--- src/rtl/sha_pkg.sv ---
// Shared types, constants and round functions of the SHA-256 block hash.
package sha_pkg;

  typedef struct packed {
    logic [31:0] message_word;
    logic        end_of_message;
  } in_req_t;

  typedef struct packed {
    logic [31:0] digest_word;
    logic [2:0]  word_index;
    logic        last_word;
  } out_rsp_t;

  typedef struct packed {
    logic [31:0] word;
    logic        block_end;
    logic        emit;
  } q_item_t;

  typedef struct packed {
    logic full;
    logic empty;
  } q_status_t;

  typedef enum logic [1:0] {
    ST_LOAD,
    ST_ROUND,
    ST_ADD,
    ST_OUT
  } back_state_t;

  localparam int QDepth = 4;
  localparam int QAw = $clog2(QDepth);

  localparam logic [3:0] LAST_POS = 4'd15;
  localparam logic [5:0] LAST_ROUND = 6'd63;
  localparam logic [2:0] LAST_DIGEST = 3'd7;

  localparam logic [31:0] H_INIT [8] = '{
    32'h6a09e667, 32'hbb67ae85, 32'h3c6ef372, 32'ha54ff53a,
    32'h510e527f, 32'h9b05688c, 32'h1f83d9ab, 32'h5be0cd19
  };

  localparam logic [31:0] K_ROUND [64] = '{
    32'h428a2f98, 32'h71374491, 32'hb5c0fbcf, 32'he9b5dba5,
    32'h3956c25b, 32'h59f111f1, 32'h923f82a4, 32'hab1c5ed5,
    32'hd807aa98, 32'h12835b01, 32'h243185be, 32'h550c7dc3,
    32'h72be5d74, 32'h80deb1fe, 32'h9bdc06a7, 32'hc19bf174,
    32'he49b69c1, 32'hefbe4786, 32'h0fc19dc6, 32'h240ca1cc,
    32'h2de92c6f, 32'h4a7484aa, 32'h5cb0a9dc, 32'h76f988da,
    32'h983e5152, 32'ha831c66d, 32'hb00327c8, 32'hbf597fc7,
    32'hc6e00bf3, 32'hd5a79147, 32'h06ca6351, 32'h14292967,
    32'h27b70a85, 32'h2e1b2138, 32'h4d2c6dfc, 32'h53380d13,
    32'h650a7354, 32'h766a0abb, 32'h81c2c92e, 32'h92722c85,
    32'ha2bfe8a1, 32'ha81a664b, 32'hc24b8b70, 32'hc76c51a3,
    32'hd192e819, 32'hd6990624, 32'hf40e3585, 32'h106aa070,
    32'h19a4c116, 32'h1e376c08, 32'h2748774c, 32'h34b0bcb5,
    32'h391c0cb3, 32'h4ed8aa4a, 32'h5b9cca4f, 32'h682e6ff3,
    32'h748f82ee, 32'h78a5636f, 32'h84c87814, 32'h8cc70208,
    32'h90befffa, 32'ha4506ceb, 32'hbef9a3f7, 32'hc67178f2
  };

  function automatic logic [31:0] big_sigma0(input logic [31:0] v);
    return {v[1:0], v[31:2]} ^ {v[12:0], v[31:13]} ^ {v[21:0], v[31:22]};
  endfunction

  function automatic logic [31:0] big_sigma1(input logic [31:0] v);
    return {v[5:0], v[31:6]} ^ {v[10:0], v[31:11]} ^ {v[24:0], v[31:25]};
  endfunction

  function automatic logic [31:0] small_sigma0(input logic [31:0] v);
    return {v[6:0], v[31:7]} ^ {v[17:0], v[31:18]} ^ {3'b000, v[31:3]};
  endfunction

  function automatic logic [31:0] small_sigma1(input logic [31:0] v);
    return {v[16:0], v[31:17]} ^ {v[18:0], v[31:19]} ^ {10'b0, v[31:10]};
  endfunction

endpackage

--- src/rtl/sha_front.sv ---
// Front end: accepts message words, tracks the word position and tags block ends.
module sha_front
  import sha_pkg::*;
(
  input  logic      clk,
  input  logic      rst_n,
  input  logic      start,
  input  in_req_t   in_req,
  input  q_status_t q_stat,
  output logic      busy,
  output logic      q_push,
  output q_item_t   q_item
);

  logic [3:0] pos_r;
  logic       accept;

  assign busy   = q_stat.full;
  assign accept = start && !q_stat.full;
  assign q_push = accept;

  always_comb begin
    q_item.word      = in_req.message_word;
    q_item.block_end = (pos_r == LAST_POS);
    q_item.emit      = (pos_r == LAST_POS) && in_req.end_of_message;
  end

  always_ff @(posedge clk) begin
    if (!rst_n) begin
      pos_r <= '0;
    end else if (accept) begin
      pos_r <= pos_r + 4'd1;
    end
  end

endmodule

--- src/rtl/sha_queue.sv ---
// Short queue of tagged message words between the front end and the compression unit.
module sha_queue
  import sha_pkg::*;
(
  input  logic      clk,
  input  logic      rst_n,
  input  logic      push,
  input  q_item_t   push_item,
  input  logic      pop,
  output q_item_t   pop_item,
  output q_status_t stat
);

  q_item_t          mem_r [QDepth];
  logic [QAw-1:0]   wr_ptr_r;
  logic [QAw-1:0]   rd_ptr_r;
  logic [QAw:0]     count_r;

  assign stat.full  = (count_r == (QAw+1)'(QDepth));
  assign stat.empty = (count_r == '0);
  assign pop_item   = mem_r[rd_ptr_r];

  always_ff @(posedge clk) begin
    if (push) begin
      mem_r[wr_ptr_r] <= push_item;
    end
  end

  always_ff @(posedge clk) begin
    if (!rst_n) begin
      wr_ptr_r <= '0;
      rd_ptr_r <= '0;
      count_r  <= '0;
    end else begin
      if (push) begin
        wr_ptr_r <= wr_ptr_r + QAw'(1);
      end
      if (pop) begin
        rd_ptr_r <= rd_ptr_r + QAw'(1);
      end
      if (push && !pop) begin
        count_r <= count_r + (QAw+1)'(1);
      end else if (pop && !push) begin
        count_r <= count_r - (QAw+1)'(1);
      end
    end
  end

endmodule

--- src/rtl/sha_back.sv ---
// Compression unit: schedule window, 64 rounds, hash update and digest output.
module sha_back
  import sha_pkg::*;
(
  input  logic      clk,
  input  logic      rst_n,
  input  q_status_t q_stat,
  input  q_item_t   q_item,
  output logic      q_pop,
  output logic      out_valid,
  output out_rsp_t  out_rsp
);

  back_state_t state_r;
  back_state_t state_nxt;
  logic [5:0]  round_r;
  logic [2:0]  idx_r;
  logic        emit_r;
  logic [31:0] w_r    [16];
  logic [31:0] v_r    [8];
  logic [31:0] hash_r [8];

  logic [31:0] t1;
  logic [31:0] t2;
  logic [31:0] ch;
  logic [31:0] maj;
  logic [31:0] w_new;

  always_comb begin
    state_nxt = state_r;
    unique case (state_r)
      ST_LOAD: begin
        if (!q_stat.empty && q_item.block_end) begin
          state_nxt = ST_ROUND;
        end
      end
      ST_ROUND: begin
        if (round_r == LAST_ROUND) begin
          state_nxt = ST_ADD;
        end
      end
      ST_ADD: begin
        state_nxt = emit_r ? ST_OUT : ST_LOAD;
      end
      ST_OUT: begin
        if (idx_r == LAST_DIGEST) begin
          state_nxt = ST_LOAD;
        end
      end
      default: state_nxt = ST_LOAD;
    endcase
  end

  always_comb begin
    q_pop               = (state_r == ST_LOAD) && !q_stat.empty;
    out_valid           = (state_r == ST_OUT);
    out_rsp.digest_word = hash_r[idx_r];
    out_rsp.word_index  = idx_r;
    out_rsp.last_word   = (idx_r == LAST_DIGEST);
  end

  always_comb begin
    ch    = (v_r[4] & v_r[5]) ^ (~v_r[4] & v_r[6]);
    maj   = (v_r[0] & v_r[1]) ^ (v_r[0] & v_r[2]) ^ (v_r[1] & v_r[2]);
    t1    = v_r[7] + big_sigma1(v_r[4]) + ch + K_ROUND[round_r] + w_r[0];
    t2    = big_sigma0(v_r[0]) + maj;
    w_new = small_sigma1(w_r[14]) + w_r[9] + small_sigma0(w_r[1]) + w_r[0];
  end

  always_ff @(posedge clk) begin
    if (q_pop) begin
      for (int i = 0; i < 15; i++) begin
        w_r[i] <= w_r[i+1];
      end
      w_r[15] <= q_item.word;
      if (q_item.block_end) begin
        for (int i = 0; i < 8; i++) begin
          v_r[i] <= hash_r[i];
        end
      end
    end else if (state_r == ST_ROUND) begin
      for (int i = 0; i < 15; i++) begin
        w_r[i] <= w_r[i+1];
      end
      w_r[15] <= w_new;
      v_r[7]  <= v_r[6];
      v_r[6]  <= v_r[5];
      v_r[5]  <= v_r[4];
      v_r[4]  <= v_r[3] + t1;
      v_r[3]  <= v_r[2];
      v_r[2]  <= v_r[1];
      v_r[1]  <= v_r[0];
      v_r[0]  <= t1 + t2;
    end
  end

  always_ff @(posedge clk) begin
    if (!rst_n) begin
      state_r <= ST_LOAD;
      round_r <= '0;
      idx_r   <= '0;
      emit_r  <= 1'b0;
      for (int i = 0; i < 8; i++) begin
        hash_r[i] <= H_INIT[i];
      end
    end else begin
      state_r <= state_nxt;
      unique case (state_r)
        ST_LOAD: begin
          if (q_pop && q_item.block_end) begin
            round_r <= '0;
            emit_r  <= q_item.emit;
          end
        end
        ST_ROUND: begin
          round_r <= round_r + 6'd1;
        end
        ST_ADD: begin
          idx_r <= '0;
          for (int i = 0; i < 8; i++) begin
            hash_r[i] <= hash_r[i] + v_r[i];
          end
        end
        ST_OUT: begin
          idx_r <= idx_r + 3'd1;
          if (idx_r == LAST_DIGEST) begin
            for (int i = 0; i < 8; i++) begin
              hash_r[i] <= H_INIT[i];
            end
          end
        end
        default: begin
          round_r <= '0;
        end
      endcase
    end
  end

  a_round_end: assert property (@(posedge clk) disable iff (!rst_n)
    (state_r == ST_ROUND && round_r == LAST_ROUND) |=> (state_r == ST_ADD))
    else $error("Compression did not finish after the last round.");

  a_pop_nonempty: assert property (@(posedge clk) disable iff (!rst_n)
    q_pop |-> !q_stat.empty)
    else $error("Queue popped while empty.");

  a_digest_ends: assert property (@(posedge clk) disable iff (!rst_n)
    (out_valid && out_rsp.last_word) |=> !out_valid)
    else $error("Digest output ran past the eighth word.");

  a_hash_restored: assert property (@(posedge clk) disable iff (!rst_n)
    (out_valid && out_rsp.last_word) |=> (hash_r[0] == H_INIT[0] && hash_r[7] == H_INIT[7]))
    else $error("Hash state not restored after the digest.");

  a_no_pop_in_rounds: assert property (@(posedge clk) disable iff (!rst_n)
    (state_r == ST_ROUND) |-> !q_pop)
    else $error("Queue popped during the rounds.");

endmodule

--- src/rtl/sha256_block_hash_top.sv ---
// SHA-256 block hash top level: front end, word queue and compression unit.
// A request carries one 32-bit big-endian word of an already padded message and is
// taken on a clock edge where start is high and busy is low; sixteen words make a
// block, and end_of_message counts only on the sixteenth. Words enter a four-entry
// queue at one per cycle while it has room. The compression unit drains one word
// per cycle while the queue holds one, then runs one round per cycle; the block
// rate is set by the single round datapath, and the unit pops no words in the rounds.
// When a block closes a message, the eight digest words follow the hash update on
// consecutive cycles, each marked by out_valid for exactly one cycle, most
// significant first; the receiver must take them as they come. The hash state
// then returns to the initial values for the next message.
module sha256_block_hash_top
  import sha_pkg::*;
(
  input  logic     clk,
  input  logic     rst_n,
  input  logic     start,
  input  in_req_t  in_req,
  output logic     busy,
  output logic     out_valid,
  output out_rsp_t out_rsp
);

  q_status_t q_stat;
  logic      q_push;
  logic      q_pop;
  q_item_t   q_push_item;
  q_item_t   q_pop_item;

  sha_front u_front (
    .clk    (clk),
    .rst_n  (rst_n),
    .start  (start),
    .in_req (in_req),
    .q_stat (q_stat),
    .busy   (busy),
    .q_push (q_push),
    .q_item (q_push_item)
  );

  sha_queue u_queue (
    .clk       (clk),
    .rst_n     (rst_n),
    .push      (q_push),
    .push_item (q_push_item),
    .pop       (q_pop),
    .pop_item  (q_pop_item),
    .stat      (q_stat)
  );

  sha_back u_back (
    .clk       (clk),
    .rst_n     (rst_n),
    .q_stat    (q_stat),
    .q_item    (q_pop_item),
    .q_pop     (q_pop),
    .out_valid (out_valid),
    .out_rsp   (out_rsp)
  );

endmodule

--- config.mk ---
export PLATFORM = sky130hd
export DESIGN_NAME = sha256_block_hash_top
export DESIGN_NICKNAME = d
export VERILOG_FILES = /design/src/rtl/sha_pkg.sv /design/src/rtl/sha_front.sv /design/src/rtl/sha_queue.sv /design/src/rtl/sha_back.sv /design/src/rtl/sha256_block_hash_top.sv
export SDC_FILE = /design/constraint.sdc
export NUM_CORES = 2
export LEC_CHECK = 0
export BUFFER_PORTS_ARGS = -buffer_cell sky130_fd_sc_hd__buf_2
export CAP_MARGIN = 20
export CORE_ASPECT_RATIO = 0.8
export CORE_MARGIN = 10
export CORE_UTILIZATION = 39
export CTS_BUF_LIST = sky130_fd_sc_hd__clkbuf_8 sky130_fd_sc_hd__clkbuf_16
export DETAILED_ROUTE_END_ITERATION = 12
export GPL_TIMING_DRIVEN = 0
export PLACE_DENSITY = 0.61
export SYNTH_ARGS = -nofsm -noshare
export SYNTH_HDL_FRONTEND = slang
export SYNTH_HIERARCHICAL = 1
export SYNTH_SLANG_ARGS = --single-unit
--- constraint.sdc ---
create_clock -name clk -period 12.7 [get_ports clk]
set_input_delay 1.27 -clock clk [delete_from_list [all_inputs] [get_ports clk]]
set_output_delay 1.27 -clock clk [all_outputs]
set_load 0.005 [all_outputs]
; Word-level counts from Yosys, hierarchy flattened
; Memories as Yosys holds them, arrays and structs flattened. A register that Yosys moved wholly into a read port is not among the register bits.
; Index checks and enable logic that the tools add are counted.
[totals]
regBits = 23
mem_bits_rw = 1160
romBits = 2048
in_bits = 36
out_inout_bits = 38
memories = 5
[memory_table]
columns = memory, words, word_bits, read_ports, rd_ports_with_merged_regs, wr, line_no
row1 = (no name shown), 64, 32, 1, 0, 0, sha_back.sv:65  ; t1 = v_r[7] + big_sigma1(v_r[4]) + ch + K_ROUND[round_r] + w_r[0];
row2 = u_back.w_r, 16, 32, 16, 0, 16, sha_back.sv:19  ; logic [31:0] w_r [16];
row3 = u_back.hash_r, 8, 32, 9, 1, 8, sha_back.sv:21  ; logic [31:0] hash_r [8];
row4 = u_back.v_r, 8, 32, 8, 0, 8, sha_back.sv:20  ; logic [31:0] v_r [8];
row5 = u_queue.mem_r, 4, 34, 1, 1, 1, sha_queue.sv:14  ; q_item_t mem_r [QDepth];
[classes]
add_sub_neg = 25
n_lt_le_gt_ge = 1
eq_ne = 11
muxes = 74
bitwise_logic = 58
reduce_logical = 19
[ops]
columns = operator, n
row1 = 32-bit two-way mux, 42
row2 = 32-bit adder, 18
row3 = 32-bit bitwise XOR, 9
row4 = 32-bit bitwise AND, 5
row5 = 1-bit bitwise OR, 40
row6 = 32-bit NOT, 1
row7 = 32-bit by 22-bit bitwise XOR with 32-bit output, 1
row8 = 32-bit by 29-bit bitwise XOR with 32-bit output, 1
row9 = 1-bit two-way mux, 18
row10 = 2-bit two-way mux, 6
row11 = 3-bit two-way mux, 4
row12 = 6-bit one-hot mux with 2 select lines, 1
row13 = 2-bit one-hot mux with 4 select lines, 1
row14 = "7-bit greater-or-equal comparator, second input constant", 1
row15 = 1-bit logical AND, 7
row16 = 6-bit NOT with 7-bit output, 1
row17 = "3-bit by 1-bit adder with 3-bit output, second input constant", 2
row18 = "6-bit by 1-bit adder with 6-bit output, second input constant", 1
row19 = "3-bit equality test, second input constant", 2
row20 = "6-bit equality test, second input constant", 1
row21 = 6-bit two-way mux, 1
row22 = "2-bit by 1-bit != test with 1-bit output, second input constant", 3
row23 = 3-bit one-hot mux with 2 select lines, 1
row24 = 2-bit nonzero test, 3
row25 = 12 further kinds, 18

; Longest topological paths before layout
[logic_depth]
depth_word = 8
ltp_mapped = 43

; By module
; The synthesis kept the hierarchy.
[modules_own_cells]
columns = mod, instances, cells_each, area_each_um2, seq_area_each_um2
row1 = sha_back, 1, 6163, 64903.5, 29768.6
row2 = sha_queue, 1, 221, 5400.2, 4264.1
row3 = sha_front, 1, 52, 447.9, 80.1

; Worst setup path after synthesis
; OpenSTA, ideal clock, no wires.
[synth_path]
path_type = reg-to-reg
from = reg u_back.state_r[1]
to = mem u_back.w_r[0][0], enable pin
setup_ns = 3.632
arrival_ns = 9.926
required_ns = 9.068
path_slack_ns = -0.859
path_stages_with_launch = 8
synth_period_minus_slack_ns = 13.559
path_cell_list = dfxtp_1 > clkbuf_1 > inv_1 > nand2_1 > clkbuf_1 > clkbuf_1 > buf_1 > nand2_1
[synth_rtl]
columns = element, line_no
row1 = "start, declared", sha_back.sv:14  ; back_state_t state_r;
row2 = "start signal, assigned", sha_back.sv:107  ; state_r <= state_nxt;
row3 = "end, declared", sha_back.sv:19

==> results.md <==
- CTS tree: built
- Skew final: roughly 60 ps
- WP buf/inv: 8
- Crit start category: flop
- Top FF cell, synth: edfxtp_1
- DIE WIDTH: roughly 500 microns
- Share of cells above drive strength 1: 0.0804
- Die height: between 400 and 500 microns
- Detailed Place HPWL: ~200,000 microns
- Final instance area: 79,600 sq um
- Synthesized flop and latch total: between 1,000 and 1,500
- CTS max path bufs: 3
- Final hold violations: 0
- Final WS setup: about 120 ps
- Wire per inst: 28.0 microns
- Clk sinks: around 1,200
- Syn. warnings: 6
- Initial DRC Count: 7,549
- Cell Rows: ~140
- Fin crit share: 0.991
- RSZ-0062 raised after global routing: no
- Reg2Reg Depth: 38
- Core ar.: between 150,000 and 200,000 sq um
- Syn avg cell area: roughly 11 sq um
- Port buffer count: 41
- Crit path from: u_back/round_r[1]$_SDFFE_PN0P_
- Min-delay worst type: flop to flop
- Commonest cells post-synth: 1,050 x nand2_1, 1,032 x edfxtp_1, 420 x a21oi_1
- H-tree levels: 4
- Util after Layout: 0.443
- Die area: between 150,000 and 200,000 sq um
- Post-DRT Antenna Nets: 0
- Largest cells by area after synthesis: edfxtp_1 44%, ha_1 7.0%, nand2_1 5.6%
- Most used cell, CP: o21ai_0
- Worst-Skew Late Latency: around 800 ps
- Pre-CTS setup slack: approximately 200 ps
- Min cycle time layout: approximately 13,000 ps
- Max Fclk: a little under 80 MHz
- Detailed Route WL: roughly 260,000 microns
- Post-Syn Instances: around 6,400
- Initial core utilization: 0.393
- Netlist Area Pre-Place: ~71,000 sq um
- Slew Viols, Final: 0
- Clock slew at reported path FFs: around 60 ps
- Most common cell in the synthesized netlist: nand2_1
- Worst setup endpoint: u_back/v_r[0][30]$_DFFE_PP_
- Register cell area after layout: 34,100 sq um
- GRT overflow: 0
- Sequential area share after synthesis: 0.482
- Hold buffer count at CTS: 0
- GP Congestion: ~1
- WP data arrival: 13,080 ps
- Root buffer cell: clkbuf_16
- CTS buffer count: ~140
- Library cells used by synthesis: between 80 and 90
- Vias in the first global route: between 40,000 and 50,000
- Nets: about 7,300
- Initial antenna violation count: 17
- FF-to-FF End: u_back/v_r[0][30]$_DFFE_PP_
- Gr usage total: 0.250
- Crit path depth: 38
- Slew @ Worst Pin: 1370 ps
- First-pass GRT wire length: about 360,000 microns
- Async S/R FF share, synth: 0
- CP peak stage delay: between 800 and 900 ps
- I/O Pins: between 70 and 80
- Cell family with most CP delay: compound AO/OA/AOI/OAI gates
- Worst r2r src: u_back/round_r[1]$_SDFFE_PN0P_
- Syn_nets: 7,066
- Worst EP required: ~13,000 ps
- Yosys top cell area share: 0.438
- Fin Hold WS: approximately 400 ps
- CP Class: flop to flop
- Outcome: complete, no violations
- EDFF count, synth: slightly above 1,000
- Setup-failing EPs final: 0
- Largest net degree at the start of global routing: between 100 and 150
- CP max stage cell: o21ai_0
- Multi-input gate area: about 34,000 sq um
- Worst R2R Setup Slack: 120 ps
- Worst Setup End Kind: flop
- Crit-path max FO: 15
- Residual DRC count: 0
- First-pass detailed-route iteration total: 7
- Placed standard-cell area: ~75,000 sq um
- Max-cap violations: 0
- Total number of vias: ~53,000
- Slew HR: 0.0893
- Area grow syn2layout: 12.6%
- Synth area leader: edfxtp_1
- Vias/cell: ~5.8
- Filler cell count: between 15,000 and 20,000
- # Post-CTS Setup Buffers: 0
## routing by layer
metal	up-vias	GRT usage	share of wire
met5	-	0	0.00026
met4	10	0.0554	0.023
met3	354	0.0835	0.13
met2	2829	0.325	0.38
met1	26500	0.391	0.47
li1	23500	-	-
## per-stage QoR
step           setup TNS, ps  instances
2_1_floorplan              0       6436
3_5_place_dp               0       8924
6_report                   0       9185
3_3_place_gp          -40980       8874
5_1_grt                    0       9184
4_1_cts                    0       9171
## area by class of cell
cell class / instances / share of cell area
clock inverter: 101 / 0.0136
sequential: 1188 / 0.428
inverter: 331 / 0.0158
buffer: 318 / 0.0174
tap: 2397 / 0.0377
antenna: 1 / 0.0000314
timing repair buffer: 104 / 0.0152
clock buffer: 146 / 0.0446
multi-input combinational: 4599 / 0.427
## logic make-up (layout without fill, tap and decap cells)
| family | after synthesis | count (layout) | share of synthesized area |
|---|---|---|---|
| adder cells (fa/ha/maj) | 598 | 598 | 0.126 |
| AO/OA/AOI/OAI | 1481 | 1481 | 0.131 |
| other | 0 | 1 | 0 |
| AND/OR/NAND/NOR | 1776 | 1776 | 0.108 |
| multiplexers | 177 | 177 | 0.0442 |
| buffers and inverters | 649 | 1000 | 0.0370 |
| flip-flops | 1188 | 1188 | 0.482 |
| XOR/XNOR | 567 | 567 | 0.0707 |
## layout by cell type (no fill, tap or decap), drive strengths merged, types with 29 or more instances in the layout
cell,Yosys,final
fa,196,196
o21a,51,51
and3,32,32
and2,35,35
a21o,229,229
o21bai,55,55
xnor2,385,385
ha,398,398
mux4,102,102
nand3,83,83
o211ai,56,56
a21oi,421,421
o31ai,33,33
a211oi,43,43
buf,67,169
mux2,51,51
inv,330,368
a31oi,54,54
clkbuf,251,399
clkinv,1,49
nand4,29,29
dfxtp,156,156
xor2,180,180
o21ai,385,385
nand2,1050,1050
nor3,79,79
nand2b,64,64
nor2b,42,42
edfxtp,1032,1032
nor2,277,277
## how the worst min path moves through the flow
stage,startpoint,cells past startpoint,slack (ps),endpoint
detailed placement,u_back/w_r[0][133]$_DFFE_PP_,0,400,u_back/w_r[0][101]$_DFFE_PP_
CTS,u_back/w_r[0][229]$_DFFE_PP_,0,400,u_back/w_r[0][197]$_DFFE_PP_
floorplan,u_back/w_r[0][132]$_DFFE_PP_,0,400,u_back/w_r[0][100]$_DFFE_PP_
global placement,u_back/w_r[1][238]$_DFFE_PP_,0,400,u_back/w_r[1][206]$_DFFE_PP_
global route,u_back/w_r[1][159]$_DFFE_PP_,0,400,u_back/w_r[1][127]$_DFFE_PP_
finish,u_back/w_r[0][229]$_DFFE_PP_,0,400,u_back/w_r[0][197]$_DFFE_PP_
## registers in the layout (all words and copies together) (netlist names), 3 cells and up, named ones only
register / count
u_back/w_r: 512
u_back/round_r: 6
u_back/idx_r: 3
u_queue/mem_r: 136
u_back/hash_r: 256
u_queue/count_r: 3
u_front/pos_r: 4
u_back/v_r: 256
## what timing repair did
item	4_1_cts	5_1_grt
setup endpoints to repair	0	6
endpoints found under the hold margin	0	0
gates resized for setup	0	3
Power is not shown: default switching activity piles up to over one toggle a cycle in this logic, so the estimate is an artifact.
